## src/design/etur_pkg.sv

```systemverilog
// Shared types and constants for the edge-timed serial receiver core.
// No dependencies; imported by etur_div, edge_timed_uart_receiver_core, etur_byte_checker and the testbench.
package etur_pkg;

   localparam int TS_W    = 16;  // capture timestamp and timer period width
   localparam int TPB_W   = 8;   // ticks-per-bit register width
   localparam int CNT_W   = 6;   // bit counter width, also quotient width
   localparam int BYTE_W  = 8;   // shift byte and output byte width
   localparam int WRAP_W  = 8;   // wrap tick counter width
   localparam int CSR_W   = 16;  // configuration write data width
   localparam int CSR_IDX_W = 1; // configuration register index width

   localparam logic [CSR_IDX_W-1:0] CSR_TICKS_PER_BIT = 1'd0;
   localparam logic [CSR_IDX_W-1:0] CSR_TIMER_PERIOD  = 1'd1;

   localparam logic [TPB_W-1:0] TPB_RESET    = 8'd10;
   localparam logic [TS_W-1:0]  PERIOD_RESET = 16'd400;

   typedef enum logic [1:0] {
      OP_RISE = 2'd0,
      OP_FALL = 2'd1,
      OP_TICK = 2'd2
   } op_type;

   typedef enum logic [2:0] {
      ST_IDLE,
      ST_DELTA,
      ST_LOAD,
      ST_DIVIDE,
      ST_APPLY
   } state_type;

   typedef struct packed {
      logic              start;
      logic [TS_W-1:0]   delta;
      logic [TPB_W-1:0]  divisor;
   } div_req_type;

   typedef struct packed {
      logic              done;
      logic [CNT_W-1:0]  quotient;
   } div_rsp_type;

endpackage

```

## src/design/etur_div.sv

```systemverilog
// Iterative rounded divider: one shared compare/subtract per cycle.
// Depends on etur_pkg (div_req_type, div_rsp_type, widths).
module etur_div
   import etur_pkg::*;
(
   input  logic        clock,
   input  logic        reset,
   input  div_req_type div_req,
   output div_rsp_type div_rsp
);

   localparam int NUM_W = TS_W + 1;
   localparam int K_W   = $clog2(CNT_W + 1);
   localparam logic [K_W-1:0] K_TOP = K_W'(CNT_W);

   logic [NUM_W-1:0] rem_ff, rem_in;
   logic [K_W-1:0]   k_ff, k_in;
   logic [CNT_W-1:0] q_ff, q_in;
   logic [TPB_W-1:0] div_ff, div_in;
   logic             busy_ff, busy_in;
   logic             done_ff, done_in;

   logic [NUM_W-1:0] shifted;
   logic [NUM_W:0]   trial;
   logic             ge;

   // Shared unit: trial subtract of the divisor scaled by 2^k.
   assign shifted = NUM_W'(div_ff) << k_ff;
   assign trial   = {1'b0, rem_ff} - {1'b0, shifted};
   assign ge      = ~trial[NUM_W];

   always_comb begin
      rem_in  = rem_ff;
      k_in    = k_ff;
      q_in    = q_ff;
      div_in  = div_ff;
      busy_in = busy_ff;
      done_in = 1'b0;
      if (div_req.start) begin
         // load numerator with the half-divisor rounding term
         rem_in  = NUM_W'(div_req.delta) + NUM_W'(div_req.divisor >> 1);
         div_in  = div_req.divisor;
         k_in    = K_TOP;
         q_in    = '0;
         busy_in = 1'b1;
      end else if (busy_ff) begin
         if (k_ff == K_TOP) begin
            // top step only checks for saturation
            if (ge) begin
               q_in    = '1;
               busy_in = 1'b0;
               done_in = 1'b1;
            end else begin
               k_in = k_ff - K_W'(1);
            end
         end else begin
            if (ge) begin
               rem_in             = trial[NUM_W-1:0];
               q_in[k_ff]         = 1'b1;
            end
            if (k_ff == '0) begin
               busy_in = 1'b0;
               done_in = 1'b1;
            end else begin
               k_in = k_ff - K_W'(1);
            end
         end
      end
   end

   always_ff @(posedge clock) begin
      if (reset) begin
         busy_ff <= 1'b0;
         done_ff <= 1'b0;
      end else begin
         busy_ff <= busy_in;
         done_ff <= done_in;
      end
      rem_ff <= rem_in;
      k_ff   <= k_in;
      q_ff   <= q_in;
      div_ff <= div_in;
   end

   assign div_rsp.done     = done_ff;
   assign div_rsp.quotient = q_ff;

endmodule

```

## src/design/edge_timed_uart_receiver_core.sv

```systemverilog
// Edge-timed 8N1 receiver core: an edge of the expected polarity passes through delta,
// load, 1 divider step on saturation or 7 otherwise, the registered divider done and
// apply; ticks, op 3 and unexpected edges go from transfer straight to apply. One item
// is in work at a time. A waiting byte holds the apply step only when the item makes
// another byte.
// Synchronous active-high reset restores 10 ticks per bit, period 400, clears frames.
module edge_timed_uart_receiver_core
   import etur_pkg::*;
#(
   parameter int DATA_BITS = 8
)
(
   input  logic                 clock,
   input  logic                 reset,
   input  logic                 csr_wr_en,
   input  logic [CSR_IDX_W-1:0] csr_index,
   input  logic [CSR_W-1:0]     csr_data,
   input  logic                 req_valid,
   output logic                 req_stall,
   input  logic [1:0]           req_op,
   input  logic [TS_W-1:0]      req_timestamp,
   output logic                 rsp_valid,
   input  logic                 rsp_stall,
   output logic [BYTE_W-1:0]    rsp_byte_data
);

   localparam logic [CNT_W:0]   FRAME_BITS = (CNT_W+1)'(DATA_BITS + 1);
   localparam logic [CNT_W:0]   DATA_TOP   = (CNT_W+1)'(DATA_BITS);
   localparam logic [CNT_W-1:0] CNT_MAX    = '1;

   // configuration registers
   logic [TPB_W-1:0] tpb_ff;
   logic [TS_W-1:0]  period_ff;

   // frame state
   logic [TS_W-1:0]   last_edge_time_ff, last_edge_time_in;
   logic [CNT_W-1:0]  bit_count_ff, bit_count_in;
   logic [BYTE_W-1:0] shift_byte_ff, shift_byte_in;
   logic              expect_rising_ff, expect_rising_in;
   logic [WRAP_W-1:0] wrap_count_ff, wrap_count_in;
   logic [WRAP_W-1:0] wrap_at_last_rise_ff, wrap_at_last_rise_in;

   // captured item
   logic [1:0]        op_ff;
   logic [TS_W-1:0]   ts_ff;
   logic              match_ff;
   logic [TS_W-1:0]   delta_ff, delta_in;

   // result register
   logic              rsp_valid_ff;
   logic [BYTE_W-1:0] rsp_byte_ff, rsp_byte_in;

   state_type   state_ff, state_in;
   div_req_type div_req;
   div_rsp_type div_rsp;

   logic accept, match, slot_free, emit_need, apply_go, apply_fire;
   logic [TPB_W-1:0] divisor;

   etur_div u_div (
      .clock   (clock),
      .reset   (reset),
      .div_req (div_req),
      .div_rsp (div_rsp)
   );

   assign accept  = req_valid && !req_stall;
   assign divisor = (tpb_ff == '0) ? TPB_W'(1) : tpb_ff;

   // an edge is taken only when its polarity is the one expected
   always_comb begin
      case (op_type'(req_op))
         OP_RISE: match = expect_rising_ff;
         OP_FALL: match = !expect_rising_ff;
         default: match = 1'b0;
      endcase
   end

   // wrapped edge delta: full period on wrap, floor at zero
   logic [TS_W:0] top;
   always_comb begin
      top = (TS_W+1)'(ts_ff) + (TS_W+1)'(period_ff);
      if (ts_ff > last_edge_time_ff) begin
         delta_in = ts_ff - last_edge_time_ff;
      end else if (top > (TS_W+1)'(last_edge_time_ff)) begin
         delta_in = TS_W'(top - (TS_W+1)'(last_edge_time_ff));
      end else begin
         delta_in = '0;
      end
   end

   // next state
   always_comb begin
      state_in = state_ff;
      unique case (state_ff)
         ST_IDLE: begin
            if (accept) state_in = match ? ST_DELTA : ST_APPLY;
         end
         ST_DELTA:  state_in = ST_LOAD;
         ST_LOAD:   state_in = ST_DIVIDE;
         ST_DIVIDE: begin
            if (div_rsp.done) state_in = ST_APPLY;
         end
         ST_APPLY: begin
            if (apply_go) state_in = ST_IDLE;
         end
         default:   state_in = ST_IDLE;
      endcase
   end

   // outputs of the sequencer
   always_comb begin
      req_stall       = (state_ff != ST_IDLE);
      div_req.start   = (state_ff == ST_LOAD);
      div_req.delta   = delta_ff;
      div_req.divisor = divisor;
      apply_fire      = (state_ff == ST_APPLY) && apply_go;
   end

   // frame update, evaluated in the apply step
   logic [CNT_W-1:0]  bits;
   logic [CNT_W:0]    sum, base, jpos;
   logic [BYTE_W-1:0] fill_mask, run_mask;
   logic              fill_ok;
   always_comb begin
      bits    = div_rsp.quotient;
      sum     = {1'b0, bit_count_ff} + {1'b0, bits};
      base    = {1'b0, bit_count_ff} - (CNT_W+1)'(1);
      fill_ok = (bit_count_ff != '0) && ({1'b0, bit_count_ff} <= DATA_TOP);
      for (int j = 0; j < BYTE_W; j++) begin
         jpos         = (CNT_W+1)'(j);
         fill_mask[j] = fill_ok && (jpos >= base) && (jpos < DATA_TOP);
         run_mask[j]  = (jpos >= base) && (jpos < base + {1'b0, bits}) &&
                        (jpos < DATA_TOP);
      end

      last_edge_time_in    = last_edge_time_ff;
      bit_count_in         = bit_count_ff;
      shift_byte_in        = shift_byte_ff;
      expect_rising_in     = expect_rising_ff;
      wrap_count_in        = wrap_count_ff;
      wrap_at_last_rise_in = wrap_at_last_rise_ff;
      emit_need            = 1'b0;
      rsp_byte_in          = shift_byte_ff;

      case (op_type'(op_ff))
         OP_RISE: begin
            if (match_ff) begin
               last_edge_time_in    = ts_ff;
               expect_rising_in     = 1'b0;
               wrap_at_last_rise_in = wrap_count_ff;
               bit_count_in         = sum[CNT_W] ? CNT_MAX : sum[CNT_W-1:0];
               if (sum == FRAME_BITS) begin
                  emit_need     = 1'b1;
                  bit_count_in  = '0;
                  shift_byte_in = '0;
               end
            end
         end
         OP_FALL: begin
            if (match_ff) begin
               last_edge_time_in = ts_ff;
               expect_rising_in  = 1'b1;
               if (bit_count_ff != '0 && sum > FRAME_BITS) begin
                  // long high run: close the frame with ones
                  emit_need     = 1'b1;
                  rsp_byte_in   = shift_byte_ff | fill_mask;
                  bit_count_in  = '0;
                  shift_byte_in = '0;
               end else if (bit_count_ff != '0) begin
                  shift_byte_in = shift_byte_ff | run_mask;
                  bit_count_in  = sum[CNT_W-1:0];
               end
            end
         end
         OP_TICK: begin
            wrap_count_in = wrap_count_ff + WRAP_W'(1);
            if (wrap_at_last_rise_ff != wrap_count_ff && bit_count_ff != '0) begin
               // timeout: no rising edge since the last tick
               emit_need     = 1'b1;
               rsp_byte_in   = shift_byte_ff | fill_mask;
               bit_count_in  = '0;
               shift_byte_in = '0;
            end
         end
         default: ;
      endcase
   end

   // hold the apply step while a waiting byte has not been taken and the item makes a byte
   assign slot_free = !rsp_valid_ff || !rsp_stall;
   assign apply_go  = !emit_need || slot_free;

   always_ff @(posedge clock) begin
      if (reset) begin
         state_ff             <= ST_IDLE;
         tpb_ff               <= TPB_RESET;
         period_ff            <= PERIOD_RESET;
         last_edge_time_ff    <= '0;
         bit_count_ff         <= '0;
         shift_byte_ff        <= '0;
         expect_rising_ff     <= 1'b0;
         wrap_count_ff        <= '0;
         wrap_at_last_rise_ff <= '0;
         rsp_valid_ff         <= 1'b0;
      end else begin
         state_ff <= state_in;
         if (csr_wr_en) begin
            unique case (csr_index)
               CSR_TICKS_PER_BIT: tpb_ff    <= csr_data[TPB_W-1:0];
               CSR_TIMER_PERIOD:  period_ff <= csr_data[TS_W-1:0];
               default: ;
            endcase
         end
         if (apply_fire) begin
            last_edge_time_ff    <= last_edge_time_in;
            bit_count_ff         <= bit_count_in;
            shift_byte_ff        <= shift_byte_in;
            expect_rising_ff     <= expect_rising_in;
            wrap_count_ff        <= wrap_count_in;
            wrap_at_last_rise_ff <= wrap_at_last_rise_in;
         end
         // set on a new byte, drop once the waiting byte transfers
         if (apply_fire && emit_need) begin
            rsp_valid_ff <= 1'b1;
         end else if (!rsp_stall) begin
            rsp_valid_ff <= 1'b0;
         end
      end
      // capture the item on transfer
      if (accept) begin
         op_ff    <= req_op;
         ts_ff    <= req_timestamp;
         match_ff <= match;
      end
      if (state_ff == ST_DELTA) begin
         delta_ff <= delta_in;
      end
      if (apply_fire && emit_need) begin
         rsp_byte_ff <= rsp_byte_in;
      end
   end

   assign rsp_valid     = rsp_valid_ff;
   assign rsp_byte_data = rsp_byte_ff;

   // a transfer always leaves the input side busy for the next cycle
   assert property (@(posedge clock) disable iff (reset)
      (req_valid && !req_stall) |=> req_stall)
      else $error("input side not busy after transfer");

   // divider completion is only seen while the sequencer waits for it
   assert property (@(posedge clock) disable iff (reset)
      div_rsp.done |-> (state_ff == ST_DIVIDE))
      else $error("divider done outside divide step");

   // no bits collect above the configured data width
   assert property (@(posedge clock) disable iff (reset)
      (shift_byte_ff >> DATA_BITS) == '0)
      else $error("shift byte holds bits above data width");

   // a new result only comes out of the apply step
   assert property (@(posedge clock) disable iff (reset)
      $rose(rsp_valid_ff) |-> $past(state_ff == ST_APPLY))
      else $error("result raised outside apply step");

endmodule

```

## config.mk

```make
export PLATFORM = sky130hd
export DESIGN_NAME = edge_timed_uart_receiver_core
export DESIGN_NICKNAME = d
export VERILOG_FILES = /design/src/design/etur_pkg.sv /design/src/design/etur_div.sv /design/src/design/edge_timed_uart_receiver_core.sv
export SDC_FILE = /design/constraint.sdc
export NUM_CORES = 1
export LEC_CHECK = 0
export BUFFER_PORTS_ARGS = -buffer_cell sky130_fd_sc_hd__buf_2
export CAP_MARGIN = 20
export CELL_PAD_IN_SITES_DETAIL_PLACEMENT = 0
export CELL_PAD_IN_SITES_GLOBAL_PLACEMENT = 2
export CORE_MARGIN = 1.5
export CORE_UTILIZATION = 40
export CTS_CLUSTER_SIZE = 25
export DETAILED_ROUTE_END_ITERATION = 10
export HOLD_SLACK_MARGIN = 0.03
export PLACE_DENSITY_LB_ADDON = 0.1
export SYNTH_ARGS = -nofsm -noshare
export SYNTH_HDL_FRONTEND = slang
export SYNTH_HIERARCHICAL = 1
export SYNTH_SLANG_ARGS = --single-unit
```

## constraint.sdc

```tcl
create_clock -name clock -period 5.1 [get_ports clock]
set_input_delay 0.255 -clock clock [delete_from_list [all_inputs] [get_ports clock]]
set_output_delay 0.255 -clock clock [all_outputs]
set_load 0.05 [all_outputs]
```

; Word-level counts from Yosys, hierarchy flattened
; Cells that the tools add are included.
[classes]
eq_ne = 23
reduce_logical = 54
shifts = 1
magnitude_cmp = 22
bitwise = 6
add_sub_neg = 10
mux = 59
[ops]
columns = operator, count
row1 = $mux 8, 10
row2 = $mux 17, 4
row3 = $mux 6, 10
row4 = $mux 16, 2
row5 = $sub 16x16->16, 2
row6 = $ge 3x7->1 const A, 4
row7 = $lt 3x7->1 const A, 4
row8 = $pmux 8 s3, 1
row9 = $logic_and 1x1->1, 23
row10 = $mux 3, 7
row11 = $mux 1, 18
row12 = $pmux 6 s3, 1
row13 = $sub 17x17->18, 1
row14 = $add 16x16->17, 1
row15 = $add 16x7->17, 1
row16 = $gt 17x16->1, 1
row17 = $shl 8x3->17, 1
row18 = $gt 16x16->1, 1
row19 = $ne 2x2->1 const B, 8
row20 = $or 8x8->8, 2
row21 = $pmux 8 s2, 1
row22 = $pmux 3 s5, 1
row23 = $reduce_and 3->1, 5
row24 = $ge 1x7->1 const A, 2
row25 = other kinds (40), 64
[totals]
wordCells = 197
in_bits = 40
output_inout_bits = 10
regBits = 154

; Logic depth before layout (Yosys ltp)
[logic_depth]
word_depth = 11
ltp_mapped = 20
depth_no_buf = 19

; By module
; Netlist, hierarchy kept.
[modules_own_cells]
columns = module, seq_area_each_um2, area_per_inst_um2, instances, cells_per_inst
row1 = edge_timed_uart_receiver_core, 2792.7, 7866.3, 1, 871
row2 = etur_div, 970.9, 3024.2, 1, 344

; Worst setup path before layout
; Ideal clock, no wire load.
[synth_path]
path_type = register -> register
startpoint = register ts_ff[0]
endpoint = register delta_ff[10], data pin
required_ns = 4.968
stages_incl_launch_ff = 21
period_less_slack_ns = 4.000
setup_slack_ns = 1.100
n_path_buf = 1
arrival_time_ns = 3.868
cell_sequence = edfxtp_1 ha_1 inv_1 fa_1 nor2b_1 o31a_1 o41a_1 nand3_1 a31oi_1 a21o_1 a21oi_1 xnor2_1 ha_1 nand2_1 nand2b_1 a21o_1 mux2i_1 or4_1 a41oi_4 buf_6 a22o_1
[synth_via]
elab_chain_cells = 4
word_cells_on_any_way = 7
classes_between = add/sub (3) / order compare (2) / mux (2)
[synth_rtl]
columns = item, line
row1 = start: declaration, edge_timed_uart_receiver_core.sv:45  ; logic [TS_W-1:0] ts_ff;
row2 = start signal: assignment, edge_timed_uart_receiver_core.sv:233  ; ts_ff <= req_timestamp;
row3 = $add 16x16->17, edge_timed_uart_receiver_core.sv:82  ; top = (TS_W+1)'(ts_ff) + (TS_W+1)'(period_ff);
row4 = $sub 16x16->16 or $gt 17x16->1 (tied branches), "edge_timed_uart_receiver_core.sv:86, edge_timed_uart_receiver_core.sv:85"
row5 = $mux 16, edge_timed_uart_receiver_core.sv:85  ; end else if (top > (TS_W+1)'(last_edge_time_ff)) begin
row6 = $mux 16 (*), edge_timed_uart_receiver_core.sv:83  ; if (ts_ff > last_edge_time_ff) begin
row7 = via delta_in[10], edge_timed_uart_receiver_core.sv:47  ; logic [TS_W-1:0] delta_ff, delta_in;
row8 = end signal: assignment, edge_timed_uart_receiver_core.sv:237  ; delta_ff <= delta_in;
row9 = end: declaration, edge_timed_uart_receiver_core.sv:47
; Mark *: on every way through the listed nets, which the timed path passes. The rest lies on a longest branch.
; A chain may end at the register's enable or synchronous reset.

; Worst setup path in the final report
[layout_path]
startpoint = register ts_ff[0]
endpoint = register delta_ff[5], data pin
; The elaborated chain is that of the path after synthesis.

==> results.cfg <==
[global_routing]
grt_max_degree = 42
antenna_found_initial = 1
grt_pass1_wl_mm = 43.5
grt_overflow = 0
grt_usage_pct = 19.3
grt_pass1_vias = 8331

[floorplan]
start_util_pct = 40.6
dieWidth_um = 168
rows = 60
coreArea_um2 = 26800
dieArea_um2 = 28200
io_pins = 50
dieHeight_um = 168

[route]
drt-total-wl_mm = 26.8
first_pass_iters = 5
drc = 0
routed-wl-met2_mm = 11.6
routedWlPerCell_um = 16.6
routed.top_layer = met4
drt_iter0_markers = 491
wl_met1_mm = 14.4
route.met3.wl_um = 589
ant_nets = 0
viasPerCell = 5.35
vias = 8641

[power]
cellLeakagePower_nw = 4.86
seq_power_share_pct = 30.7
power_frac_clock_pct = 24.2
powerDensity_nw_per_um2 = 418
power_switching_mw = 2.01
p_int_mw = 3.07
p_comb_share_pct = 45.1
sw_frac_of_total_pct = 39.5
peakVddDrop_v = 0.000164

[logic_synthesis]
synth_edf_count = 68
ys_seq_area_share_pct = 34.6
synth_ff_type = dfxtp_1
synthCells = 1215
yosys_register_bits = 154
yosys_warnings = 6
synth_nets = 1357
yosys.cell_types.count = 91
synthArstFlopShare_pct = 0
syn_area_per_cell_um2 = 8.96
syn_area_um2 = 10900

[worst_setup_path]
crit_required_ps = 5380
cp-start-kind = flip-flop
crit_type = reg -> reg
r2r_cells = 19
rr_startpoint = ts_ff[0]
cp-startpoint = ts_ff[0]
worstPathMaxFanout = 16
crit_path_end_kind = flip-flop
crit_arrival_ps = 4870

[placed_design]
routabilityCongestion = 0.811
dpl.hpwl_mm = 20.6
port_buffers = 49
place_area_um2 = 11400
dp.cells = 1565

[clock_tree]
insertion_delay_ps = 430
clkTransAtPathRegs_ps = 80
cts_max_path_buffers = 2
numCtsBuffers = 17
cts.sinks = 154
root_buffer = clkbuf_16
cts_tree = done
htree_num_levels = 4
cts.repair.resized = 0

[finish]
final_area_um2 = 12200
diodes = 0
final_nets = 1404
area_growth_pct = 11.6
final_cell_mix = nor2_1, nand2_1, ha_1
final_cell_count_no_fill = 1616
drive_gt1_share_pct = 10.4
fin_util_pct = 45.4

[sta]
slew_headroom_pct = 32.7
fmax_mhz = 218
finalCriticalPeriod_ps = 4590
final-hold-violation-count = 0
finalSetupTns_ps = 0
setup_viol = 0
fin_skew_ps = 25.0
worst_slew_pin_slew_ps = 1010
rsz0062_at_grt = false
period_share_pct = 90.0
finalMaxSlewViolations = 0
holdWs_ps = 50.3

[hold_path]
min_path_type = in -> reg
hold_depth = 3
hold_start = csr_data[13]

[flow_run]
timing.max_cap.violations = 0

[outcome]
status = complete, no violations
-- worst max-delay path, stage by stage (launching register included) --
cell and delay [ps]:
edfxtp_1 370, ha_1 200, inv_1 60, fa_1 390
nor2b_1 170, o31a_1 200, o41a_1 190, nand3_1 130
a31oi_1 300, a21o_1 170, a21oi_1 70, xnor2_1 150
ha_1 370, nand2_1 100, nand2b_1 80, a21o_1 140
mux2i_1 80, or4_1 560, a41oi_4 460, a32o_1 250
-- power by group through the flow --
stage | Sequential, mW | Combinational (mW) | Clock (mW)
6_report | 1.56 | 2.29 | 1.23
5_1_grt | 1.58 | 2.57 | 1.31
4_1_cts | 1.56 | 2.28 | 1.27
3_5_place_dp | 1.59 | 2.25 | 0
3_3_place_gp | 1.58 | 2.28 | 0
2_1_floorplan | 1.54 | 1.82 | 0
-- synthesized netlist by cell type, types with 35 or more instances --
library cell	n	area, µm²
nand2_1	117	439
ha_1	95	1190
nand3_1	35	175
o21ai_0	48	240
edfxtp_1	68	2040
clkbuf_1	35	131
inv_1	63	236
nor2_1	118	443
a21oi_1	91	455
mux2i_1	46	460
dfxtp_1	86	1720
xnor2_1	43	377
-- what timing repair did --
item / 4_1_cts / 5_1_grt
hold buffers: 18 / 0
setup buffers: 0 / 0
endpoints found under the hold margin: 18 / 0
-- state kept, by name, indices dropped and copies added (netlist names) --
signal                count
rsp_valid                 1
op_ff                     2
wrap_at_last_rise_ff      8
u_div/k_ff                3
u_div/done_ff             1
expect_rising_ff          1
ts_ff                    16
delta_ff                 16
wrap_count_ff             8
state_ff                  3
u_div/rem_ff             17
rsp_byte_data             8
last_edge_time_ff        16
u_div/q_ff                6
period_ff                16
match_ff                  1
tpb_ff                    8
shift_byte_ff             8
u_div/div_ff              8
u_div/busy_ff             1
bit_count_ff              6
-- layer usage --
layer / GRT usage (%) / up-vias
met5: 0 / -
met4: 4.07 / 0
met3: 2.44 / 12
met2: 30.4 / 109
met1: 28.3 / 4037
li1: - / 4483
-- final cells by class --
| type | instances | area, µm² |
|---|---|---|
| clock inverter | 13 | 110 |
| clock buffer | 19 | 453 |
| sequential | 154 | 3760 |
| timing repair buffer | 76 | 500 |
| fill | 2664 | 14600 |
| inverter | 65 | 244 |
| multi-input combinational | 948 | 6660 |
| tap | 341 | 427 |
-- stage by stage --
step	power, mW	setup slack, ps
after global placement	3.86	672
after global routing	5.45	200
after CTS	5.11	543
after floorplan	3.36	1100
after detailed placement	3.84	575
final	5.08	508
-- worst paths after layout --
path | end | slack [ps]
setup reg to reg | delta_ff[5] | 510
setup / recovery | delta_ff[5] | 510
hold / removal | period_ff[13] | 50
hold reg to reg | period_ff[3] | 470
-- logic make-up after synthesis --
group / Yosys count / share of synthesized area, %
DFF: 154 / 34.6
buffers and inverters: 113 / 4.43
adders and majority gates: 102 / 12.2
and+or+nand+nor: 406 / 17.8
AOI/OAI and AO/OA: 309 / 19.7
xor gates and xnor gates: 76 / 6.11
muxes: 55 / 5.18
(Power assumes the default switching activity.)
